**src/assert_macros.svh**
```systemverilog
// Assertion helpers shared by the RTL. Every check is clocked on clk and
// is switched off while rst_n is low.
`ifndef ASSERT_MACROS_SVH
`define ASSERT_MACROS_SVH

// The condition holds at every clock edge.
`define ASSERT_ALWAYS(lbl, cond, msg) \
  lbl: assert property (@(posedge clk) disable iff (!rst_n) (cond)) else $error(msg);

// When the antecedent holds, the consequent holds in the same cycle.
`define ASSERT_IMPLIES(lbl, ante, cons, msg) \
  lbl: assert property (@(posedge clk) disable iff (!rst_n) (ante) |-> (cons)) else $error(msg);

// When the antecedent holds, the consequent holds in the next cycle.
`define ASSERT_NEXT(lbl, ante, cons, msg) \
  lbl: assert property (@(posedge clk) disable iff (!rst_n) (ante) |=> (cons)) else $error(msg);

`endif

```
**src/ncc_pkg.sv**
```systemverilog
`timescale 1ns / 1ps

package ncc_pkg;

  // Patch and store geometry.
  localparam int PATCH_SIDE = 15;
  localparam int MAX_POSITIVE = 64;
  localparam int MAX_NEGATIVE = 64;
  localparam int PATCH_LEN = PATCH_SIDE * PATCH_SIDE;
  localparam int NUM_SLOTS = MAX_POSITIVE + MAX_NEGATIVE;
  localparam int MAX_STORE = (MAX_POSITIVE > MAX_NEGATIVE) ? MAX_POSITIVE : MAX_NEGATIVE;

  localparam int PIX_IDX_W = $clog2(PATCH_LEN);
  localparam int ELEM_CNT_W = $clog2(PATCH_LEN + 1);
  localparam int SLOT_W = (NUM_SLOTS > 1) ? $clog2(NUM_SLOTS) : 1;
  localparam int TADDR_W = $clog2(NUM_SLOTS * PATCH_LEN);
  localparam int CNT_W = $clog2(MAX_STORE + 1);

  // A square of one element is at most 2^30, so sums of PATCH_LEN of them fit here.
  localparam int ENERGY_W = 30 + ELEM_CNT_W;
  localparam int ACC_W = ENERGY_W + 1;
  localparam int SQRT_W = (ENERGY_W + 1) / 2;
  localparam int DIV_W = 2 * SQRT_W;

  // Q1.15 values.
  localparam int Q_FRAC = 15;
  localparam int CONF_W = 16;
  localparam logic [CONF_W-1:0] Q_ONE = 16'd32768;
  localparam logic [CONF_W-1:0] Q_HALF = 16'd16384;

  // Field widths on the ports.
  localparam int PIX_W = 16;
  localparam int COUNT_OUT_W = 7;
  localparam int CFG_DATA_W = 16;
  localparam int CFG_IDX_W = 2;
  localparam int OUT_DATA_W = 40;

  // Configuration register indexes.
  localparam logic [CFG_IDX_W-1:0] CFG_THETA_TP = 2'd0;
  localparam logic [CFG_IDX_W-1:0] CFG_THETA_FP = 2'd1;
  localparam logic [CFG_IDX_W-1:0] CFG_FILTER_EN = 2'd2;

  localparam logic [15:0] THETA_TP_RESET = 16'd21299;
  localparam logic [15:0] THETA_FP_RESET = 16'd16384;

  // Commands from the controller to the datapath.
  typedef struct packed {
    logic take;
    logic sqrt_start;
    logic tpl_init;
    logic sweep_start;
    logic sweep_copy;
    logic mul;
    logic div_start;
    logic div_conf;
    logic best_upd;
    logic conf_ld;
    logic decide;
    logic out_ld;
  } ncc_cmd_t;

  // Status from the datapath to the controller.
  typedef struct packed {
    logic sqrt_done;
    logic sweep_done;
    logic div_done;
    logic pos_zero;
    logic neg_zero;
    logic last_tpl;
    logic do_copy;
    logic out_free;
  } ncc_sts_t;

endpackage

```
**src/ncc_ctrl.sv**
```systemverilog
`timescale 1ns / 1ps

// Sequencer: collects a patch, walks the templates, computes the
// confidence, learns and hands the result to the output register.
module ncc_ctrl (
  input  logic              clk,
  input  logic              rst_n,
  input  logic              in_tvalid,
  input  logic              in_tlast,
  output logic              in_tready,
  input  ncc_pkg::ncc_sts_t sts,
  output ncc_pkg::ncc_cmd_t cmd
);

  typedef enum logic [14:0] {
    S_RECV   = 15'b000000000000001,
    S_DRAIN  = 15'b000000000000010,
    S_SQST   = 15'b000000000000100,
    S_SQWT   = 15'b000000000001000,
    S_MAC    = 15'b000000000010000,
    S_MUL    = 15'b000000000100000,
    S_QDIV   = 15'b000000001000000,
    S_QWT    = 15'b000000010000000,
    S_BEST   = 15'b000000100000000,
    S_CDIV   = 15'b000001000000000,
    S_CWT    = 15'b000010000000000,
    S_CONF   = 15'b000100000000000,
    S_DECIDE = 15'b001000000000000,
    S_COPY   = 15'b010000000000000,
    S_OUT    = 15'b100000000000000
  } state_t;

  state_t state_r;
  state_t state_nxt;

  always_ff @(posedge clk) begin
    if (!rst_n) begin
      state_r <= S_RECV;
    end else begin
      state_r <= state_nxt;
    end
  end

  assign in_tready = (state_r == S_RECV);

  // Next state and commands.
  always_comb begin
    state_nxt = state_r;
    cmd = '0;
    case (state_r)
      S_RECV: begin
        if (in_tvalid) begin
          cmd.take = 1'b1;
          if (in_tlast) begin
            state_nxt = S_DRAIN;
          end
        end
      end
      // The last square is still being added to the energy.
      S_DRAIN: begin
        state_nxt = S_SQST;
      end
      S_SQST: begin
        cmd.sqrt_start = 1'b1;
        state_nxt = S_SQWT;
      end
      S_SQWT: begin
        if (sts.sqrt_done) begin
          if (sts.pos_zero || sts.neg_zero) begin
            state_nxt = S_CONF;
          end else begin
            cmd.tpl_init = 1'b1;
            cmd.sweep_start = 1'b1;
            state_nxt = S_MAC;
          end
        end
      end
      S_MAC: begin
        if (sts.sweep_done) begin
          state_nxt = S_MUL;
        end
      end
      S_MUL: begin
        cmd.mul = 1'b1;
        state_nxt = S_QDIV;
      end
      S_QDIV: begin
        cmd.div_start = 1'b1;
        state_nxt = S_QWT;
      end
      S_QWT: begin
        if (sts.div_done) begin
          state_nxt = S_BEST;
        end
      end
      S_BEST: begin
        cmd.best_upd = 1'b1;
        if (sts.last_tpl) begin
          state_nxt = S_CDIV;
        end else begin
          cmd.sweep_start = 1'b1;
          state_nxt = S_MAC;
        end
      end
      S_CDIV: begin
        cmd.div_start = 1'b1;
        cmd.div_conf = 1'b1;
        state_nxt = S_CWT;
      end
      S_CWT: begin
        if (sts.div_done) begin
          state_nxt = S_CONF;
        end
      end
      S_CONF: begin
        cmd.conf_ld = 1'b1;
        state_nxt = S_DECIDE;
      end
      S_DECIDE: begin
        cmd.decide = 1'b1;
        if (sts.do_copy) begin
          cmd.sweep_start = 1'b1;
          cmd.sweep_copy = 1'b1;
          state_nxt = S_COPY;
        end else begin
          state_nxt = S_OUT;
        end
      end
      S_COPY: begin
        if (sts.sweep_done) begin
          state_nxt = S_OUT;
        end
      end
      S_OUT: begin
        if (sts.out_free) begin
          cmd.out_ld = 1'b1;
          state_nxt = S_RECV;
        end
      end
      default: begin
        state_nxt = S_RECV;
      end
    endcase
  end

endmodule

```
**config.mk**
```make
export PLATFORM = sky130hd
export DESIGN_NAME = ncc_ctrl
export DESIGN_NICKNAME = d
export VERILOG_FILES = /design/src/assert_macros.svh /design/src/ncc_pkg.sv /design/src/ncc_ctrl.sv
export SDC_FILE = /design/constraint.sdc
export NUM_CORES = 1
export LEC_CHECK = 0
export BUFFER_PORTS_ARGS = -buffer_cell sky130_fd_sc_hd__buf_2
export CORE_ASPECT_RATIO = 0.75
export CORE_MARGIN = 8
export CORE_UTILIZATION = 34
export DETAILED_ROUTE_END_ITERATION = 8
export PLACE_DENSITY = 0.62
export SETUP_SLACK_MARGIN = 0.4
export SYNTH_ARGS = -nofsm -noshare
export SYNTH_HDL_FRONTEND = slang
export SYNTH_SLANG_ARGS = --single-unit
```
**constraint.sdc**
```tcl
create_clock -name clk -period 2.2 [get_ports clk]
set_input_delay 0 -clock clk [delete_from_list [all_inputs] [get_ports clk]]
set_output_delay 0 -clock clk [all_outputs]
set_load 0.005 [all_outputs]
```
# ---- Word level (Yosys, flattened, before mapping)
# Cells that the tools add are included.
dict set report op_classes {
  eq_ne 23
  mux 30
  reduce_logical 3
}
# cell count
set ops {}
lappend ops {{$pmux W15 S15} 1}
lappend ops {{$mux W15} 9}
lappend ops {{$ne A2 B2 Y1 const B} 8}
lappend ops {{$eq A15 B1 Y1 const B} 1}
lappend ops {{$eq A15 B10 Y1 const B} 1}
lappend ops {{$eq A15 B11 Y1 const B} 1}
lappend ops {{$eq A15 B12 Y1 const B} 1}
lappend ops {{$eq A15 B13 Y1 const B} 1}
lappend ops {{$eq A15 B14 Y1 const B} 1}
lappend ops {{$eq A15 B15 Y1 const B} 1}
lappend ops {{$eq A15 B2 Y1 const B} 1}
lappend ops {{$eq A15 B3 Y1 const B} 1}
lappend ops {{$eq A15 B4 Y1 const B} 1}
lappend ops {{$eq A15 B5 Y1 const B} 1}
lappend ops {{$eq A15 B6 Y1 const B} 1}
lappend ops {{$eq A15 B7 Y1 const B} 1}
lappend ops {{$eq A15 B8 Y1 const B} 1}
lappend ops {{$eq A15 B9 Y1 const B} 1}
lappend ops {{$mux W1} 14}
lappend ops {{$mux W12} 1}
lappend ops {{$mux W10} 1}
lappend ops {{$reduce_and A8 Y1} 1}
lappend ops {{$mux W2} 3}
lappend ops {{$pmux W1 S3} 1}
lappend ops {{2 further kinds} 2}
dict set report totals {
  reg_bits 15
  in_bits 12
  out_inout_bits 13
  wordCells 57
}

# ---- Depth between registers and ports, before layout
# Gate-level depths: netlist of the first run.
dict set report depth {
  depth_word 4
  mapped_depth 6
  ltp_nobuf 5
}

# ---- Least setup slack after synthesis of the first run
# OpenSTA, ideal clock, no wires.
dict set report synth_timing {
  path_type {register -> register}
  start {register state_r[8]}
  end {register state_r[14]}
  setup_time_ps 121
  arrival_time_ps 1858
  t_required_ps 2079
  path_slack_ps 221
  stages_incl_launch_ff 7
  path_buffers 1
  synth_period_minus_slack_ps 1979
  path_cell_list {dfxtp_1 buf_2 nor4_4 nand2_1 o311ai_4 nor4_2 a2bb2o_1}
}
dict set report synth_via {
  elab_chain_len 3
  word_cells_on_any_way 25
  classes_between {eq/ne (23); mux (1); reduce/logical (1)}
}
# item line_no
set synth_lines {}
lappend synth_lines {{start: declaration} ncc_ctrl.sv:33} ;# state_t state_r;
lappend synth_lines {{start signal: assignment} ncc_ctrl.sv:40} ;# state_r <= state_nxt;
lappend synth_lines {{$eq A15 B4 Y1, or another cell as far along} ncc_ctrl.sv:50} ;# case (state_r)
lappend synth_lines {{$ne A2 B2 Y1 (no line)} --}
lappend synth_lines {{$reduce_and A8 Y1 (no line)} --}
# Several ways; a longest one is shown, not always the timed one.
# A chain may end at the register's enable or synchronous reset.

# ---- Worst setup path after layout of the first run
dict set report layout_timing {
  start {register state_r[6]}
  end {register state_r[4]}
}
# The elaborated chain is that of the path after synthesis.

==> run summary, run 1 <==
GPL Wtd Cong = 0.903
Htree depth = 1
CP max FO = 9
IO Count = 25
Residual DRC count = 0
FF-to-FF setup slack = 0.28 ns
DRT Pass-1 Iters = 4
Final period util = 87.4%
Yosys cell types = 46
Synth warnings = 0
Worst Hold Class = in -> reg
Longest Clk Path Bufs = 2
Most flops, register = state_r
Seq/Total Area, Yosys = 26.5%
Register area = 334 sq um
Sw frac = 38.3%
PwrDens = 578 nW/um^2
Max Clk Rate = 0.520 GHz
Clock skew = 0.00296 ns
R2R Path End = state_r[4]
Lkg Pwr = 0.000778 uW
Initial Util = 34.9%
Via-per-instance ratio = 5.80
Total Routed Length = 4350 um
Critical Path AT = 2.10 ns
Sum Neg Setup Slack = 0 ns
Clock power share = 23.2%
Seq cells post-synth = 15
Run status = finished, final reports clean
P_sw = 394 uW
Std cell rows = 18
Die ar. = 5450 sq um
Global route overflow = 0
Cells on Worst Hold Path = 3
Post-Route Hold Slack = 0.0266 ns
Mapped Nets = 149
Peak VDD IR = 0.000265 V
Max-slew violations = 0
Max FFs per register = 15
Vias in the first global route = 1262
Layout area overhead = 57.3%
Clk slew on worst S/H paths = 0.07 ns
Utilization of the core after routing = 54.9%
Biggest regs = state_r x15
Pin count of the biggest net entering global routing = 12
Max Cap Violations = 0
Post-DP HPWL = 2740 um
CTS tree = built
Antenna violations before repair = 0
Final Hold Vio Count = 0
Avg Cell Area, Syn = 8.27 sq um
DIE WIDTH = 82.6 um
Mapped Cells = 137
Worst Hold End = state_r[3]
Final Net Count = 203
Vias = 1333
Type of origin of the critical path = register
DR WL/cell = 18.9 um
Core box area = 3240 sq um
TritonCTS buffer count = 3
WS Path Type = reg -> reg
Crit end category = register
Die height = 66.0 um
Most frequent cells in the layout = buf_4, buf_2, nor2_1
Num Clock Sinks = 15
Count of final setup violators = 0
Antenna-violating nets left = 0
RSZ-0062 raised after global routing = yes
DRT iter0 DRCs = 140
Pre-CTS WS = 0.173 ns
First-pass GRT wire length = 6330 um
Share of flip-flops with an asynchronous set or reset = 0%
Critical Path RT = 2.38 ns
Min Tclk post-route = 1.92 ns
Slew HR = 68.7%
IO buf count = 24
Min setup slack post-route = 0.277 ns
All-layer global routing usage = 14.9%
Comb pwr share = 47.9%
FILL cells = 291
Post-synth EDFFs = 0
Sequential fraction of design power = 29.0%
Area of the multi-input gates = 910 sq um
Worst r2r src = state_r[6]
R2R depth = 6
Cts hold-fix bufs = 0
Cell area after synthesis = 1130 sq um
Clock root buffer = clkbuf_8
Worst skew pair latency = 0.25 ns
Hold_sp = rst_n
Fraction of layout cells with a size suffix above 1 = 52.1%
Pint = 635 uW
Leading cell type in the layout, fill and taps excluded = buf_4
Ant diodes = 0
Worst-Margin Slew = 0.467 ns
Prevailing post-synth register cell = dfxtp_1
final cells by class:
type | instances | share of cell area [%]
Inverter | 6 | 1.26
Multi-Input combinational cell | 107 | 51.1
Sequential cell | 15 | 18.7
Clock buffer | 3 | 2.32
Tap cell | 40 | 2.81
Timing Repair Buffer | 58 | 23.4
Clock inverter | 1 | 0.421
timing repair:
action,4_1_cts,5_1_grt
setup endpoints to repair,17,15
setup buffers,15,11
pin swaps,9,9
gates resized for setup,22,23
cells in the mapped netlist (2+ instances only):
master | n | area [sq um]
a21oi_1 | 4 | 20.0
buf_2 | 3 | 15.0
clkbuf_1 | 3 | 11.3
and4b_1 | 2 | 20.0
nand3_1 | 3 | 15.0
xor2_1 | 4 | 35.0
a22oi_1 | 2 | 15.0
nand4_1 | 5 | 31.3
nand3b_1 | 2 | 15.0
o211ai_1 | 2 | 15.0
nand4b_1 | 2 | 17.5
nor4b_1 | 6 | 52.6
inv_1 | 6 | 22.5
nand2_1 | 8 | 30.0
and2_1 | 4 | 25.0
o31ai_1 | 3 | 22.5
nor4_2 | 2 | 25.0
dfxtp_1 | 15 | 300
nor4_1 | 3 | 18.8
nor2_1 | 18 | 67.6
and3_1 | 4 | 25.0
xnor2_1 | 2 | 17.5
nor3_1 | 10 | 50.1
nor4_4 | 2 | 42.5
worst max-delay path, cell delays in order (launching register included):
cell and delay [ns]:
dfxtp_4 0.38, nor4_4 0.28, buf_6 0.19, nand3_4 0.12
o32ai_4 0.26, or4b_1 0.46, a21oi_1 0.15
cells by family after synthesis:
family | share of synthesized area [%]
flops | 26.5
simple gates | 45.0
mux | 0.884
xor+xnor | 4.64
buf+inv | 6.08
compound gates | 16.9
worst max-delay path by stage:
| stage | from | slack (ns) | end | cells after the start |
|---|---|---|---|---|
| final | state_r[6] | 0.28 | state_r[4] | 6 |
| after global routing | state_r[10] | 0.18 | state_r[4] | 6 |
| after CTS | state_r[10] | 0.31 | state_r[4] | 6 |
| after detailed placement | state_r[11] | 0.17 | state_r[4] | 6 |
| after global placement | state_r[11] | 0.15 | state_r[4] | 6 |
| after floorplan | state_r[11] | 0.29 | state_r[0] | 5 |
per-layer routing:
| metal | global-route usage [%] | share of wire (%) | vias to the layer above |
|---|---|---|---|
| met3 | 4.35 | 9.0 | 6 |
| met2 | 24.3 | 50 | 57 |
| met4 | 5.15 | 1.2 | 0 |
| met1 | 18.2 | 40 | 648 |
| met5 | 0 | 0 | - |
| li1 | - | - | 622 |
power by group through the flow:
stage	Sequential, uW	Combinational, uW	Clock [uW]
after global routing	300	526	259
after floorplan	297	270	0
after global placement	310	365	0
after CTS	303	432	240
final	298	492	239
after detailed placement	310	368	0
per-stage QoR:
stage | instance area (sq um) | total power [uW] | std cells
global route | 1780 | 1080 | 230
global placement | 1350 | 674 | 200
finish | 1780 | 1030 | 230
CTS | 1590 | 975 | 219
floorplan | 1180 | 567 | 137
detailed placement | 1350 | 678 | 200
Note: power is estimated with default switching activity, not from simulation.
==> inputs of run 2 (changes only) <==
- CORE_MARGIN: 8 -> 3
- SETUP_SLACK_MARGIN: 0.4 -> not set
==> run 2 against run 1 <==
Net effect: register-to-register slack got worse by 0.14 ns; critical path depth unchanged; maximum frequency decreased by 6.8%; combinational power decreased by 25%; via count decreased by 11%; final cell count decreased by 12%; sequential cell count unchanged; final area decreased by 23%; critical path type unchanged; largest cell class unchanged; largest power group unchanged.
==> run summary, run 2 (same netlist as run 1, synthesis figures left out) <==
Max Cap Violations = 0
Peak VDD IR = 0.000286 V
Fraction of layout cells with a size suffix above 1 = 27.9%
Most frequent cells in the layout = buf_2, nor2_1, dfxtp_1
Pint = 580 uW
Num Clock Sinks = 15
Cells on Worst Hold Path = 2
Worst-Margin Slew = 0.490 ns
Comb pwr share = 40.3%
Std cell rows = 17
FF-to-FF setup slack = 0.14 ns
Crit end category = register
R2R depth = 6
Total power draw = 909 uW
DR WL/cell = 15.9 um
Critical Path AT = 2.25 ns
First-pass GRT wire length = 5420 um
Die height = 56.0 um
FILL cells = 322
Sequential fraction of design power = 34.2%
Layout area overhead = 20.7%
Sw frac = 36.2%
TritonCTS buffer count = 3
Pin count of the biggest net entering global routing = 11
Type of origin of the critical path = register
Antenna violations before repair = 0
CP max FO = 8
Die ar. = 4070 sq um
Vias in the first global route = 1107
WS Path Type = reg -> reg
IO Count = 25
Vias = 1183
Via-per-instance ratio = 5.83
Setup repair bufs after CTS = 0
Worst skew pair latency = 0.25 ns
GPL Wtd Cong = 0.920
Initial Util = 37.0%
Global route overflow = 0
Hold_sp = sts[2]
Min Tclk post-route = 2.06 ns
Clk slew on worst S/H paths = 0.06 ns
RSZ-0062 raised after global routing = no
Run status = finished, final reports clean
DRT iter0 DRCs = 120
P_sw = 329 uW
Final period util = 93.8%
Worst Hold Class = in -> reg
Clock skew = 0.00315 ns
Slew HR = 67.1%
CP cell instances = nor4_4, buf_4, nand3_4, o32ai_2, or4b_1, a21oi_1
Max-slew violations = 0
Antenna-violating nets left = 0
Post-CTS sizing = 0
R2R Path End = state_r[4]
Slowest cell delay on critical path = 0.47 ns
CTS tree = built
CP max-delay cell = or4b_1
Max FFs per register = 15
Most flops, register = state_r
Cts hold-fix bufs = 0
Clock root buffer = clkbuf_8
Final Net Count = 178
Max Clk Rate = 0.485 GHz
PwrDens = 665 nW/um^2
Biggest regs = state_r x15
Longest Clk Path Bufs = 2
Worst Hold End = state_r[9]
Sum Neg Setup Slack = 0 ns
Clock power share = 25.5%
DRT Pass-1 Iters = 4
Utilization of the core after routing = 44.6%
All-layer global routing usage = 17.0%
Worst r2r src = state_r[11]
Lkg Pwr = 0.000614 uW
Core box area = 3060 sq um
Residual DRC count = 0
Ant diodes = 0
IO buf count = 24
Critical path buffer and inverter count = 1
Critical Path RT = 2.39 ns
Total Routed Length = 3230 um
Final Hold Vio Count = 0
Post-DP HPWL = 2540 um
Count of final setup violators = 0
DIE WIDTH = 72.6 um
Htree depth = 1
Critical path's top delay family = simple AND/OR/NAND/NOR gates
Leading cell type in the layout, fill and taps excluded = buf_2
-- run 2: changes by cell type in the layout (fill, tap and decap cells not counted), moves of 2 or more --
cell,change
nor4_2,+2
dfxtp_2,-6
nor3_1,+3
nor4_4,-2
and3_1,+2
buf_6,-7
nand2_1,+2
dfxtp_4,-7
dfxtp_1,+13
nor4b_1,+2
and3_4,-2
buf_4,-18
nor3_4,-2
-- run 2: through the flow --
stage / hold WS (ns) / instances / instance area (sq um) / worst slack, ns
6_report: 0.0383 / 203 / 1370 / 0.137
5_1_grt: 0.0496 / 203 / 1370 / 0.00712
4_1_cts: 0.0369 / 203 / 1370 / 0.141
3_5_place_dp: 0.284 / 199 / 1320 / 0.168
3_3_place_gp: 0.276 / 199 / 1320 / 0.150
2_1_floorplan: 0.0902 / 137 / 1130 / 0.221
-- run 2: cell type report --
| cell class | count | area (sq um) | area share [%] |
|---|---|---|---|
| multi-input combinational | 107 | 763 | 55.9 |
| sequential | 15 | 300 | 22.0 |
| timing repair buffer | 33 | 188 | 13.7 |
| tap | 38 | 47.5 | 3.48 |
| clock buffer | 4 | 45.0 | 3.30 |
| inverter | 6 | 22.5 | 1.65 |
-- run 2: per-layer routing --
layer / part of all wire (%) / GRT usage [%] / up-vias
met5: 0 / 0 / -
met4: 1.1 / 3.16 / 0
met3: 12 / 6.32 / 6
met2: 44 / 25.6 / 56
met1: 43 / 23.3 / 547
li1: - / - / 574
-- run 2: worst max-delay path by stage --
| stage | depth (start not counted) | end | slack [ns] | from |
|---|---|---|---|---|
| global route | 6 | state_r[4] | 0.007 | state_r[11] |
| floorplan | 6 | state_r[14] | 0.22 | state_r[8] |
| detailed placement | 6 | state_r[4] | 0.17 | state_r[11] |
| CTS | 6 | state_r[4] | 0.14 | state_r[11] |
| global placement | 6 | state_r[4] | 0.15 | state_r[11] |
| finish | 6 | state_r[4] | 0.14 | state_r[11] |
-- run 2: power groups by stage --
stage,registers (uW),clock network (uW),logic (uW)
finish,311,232,367
global route,314,252,402
CTS,311,238,368
detailed placement,317,0,366
global placement,316,0,358
floorplan,298,0,247
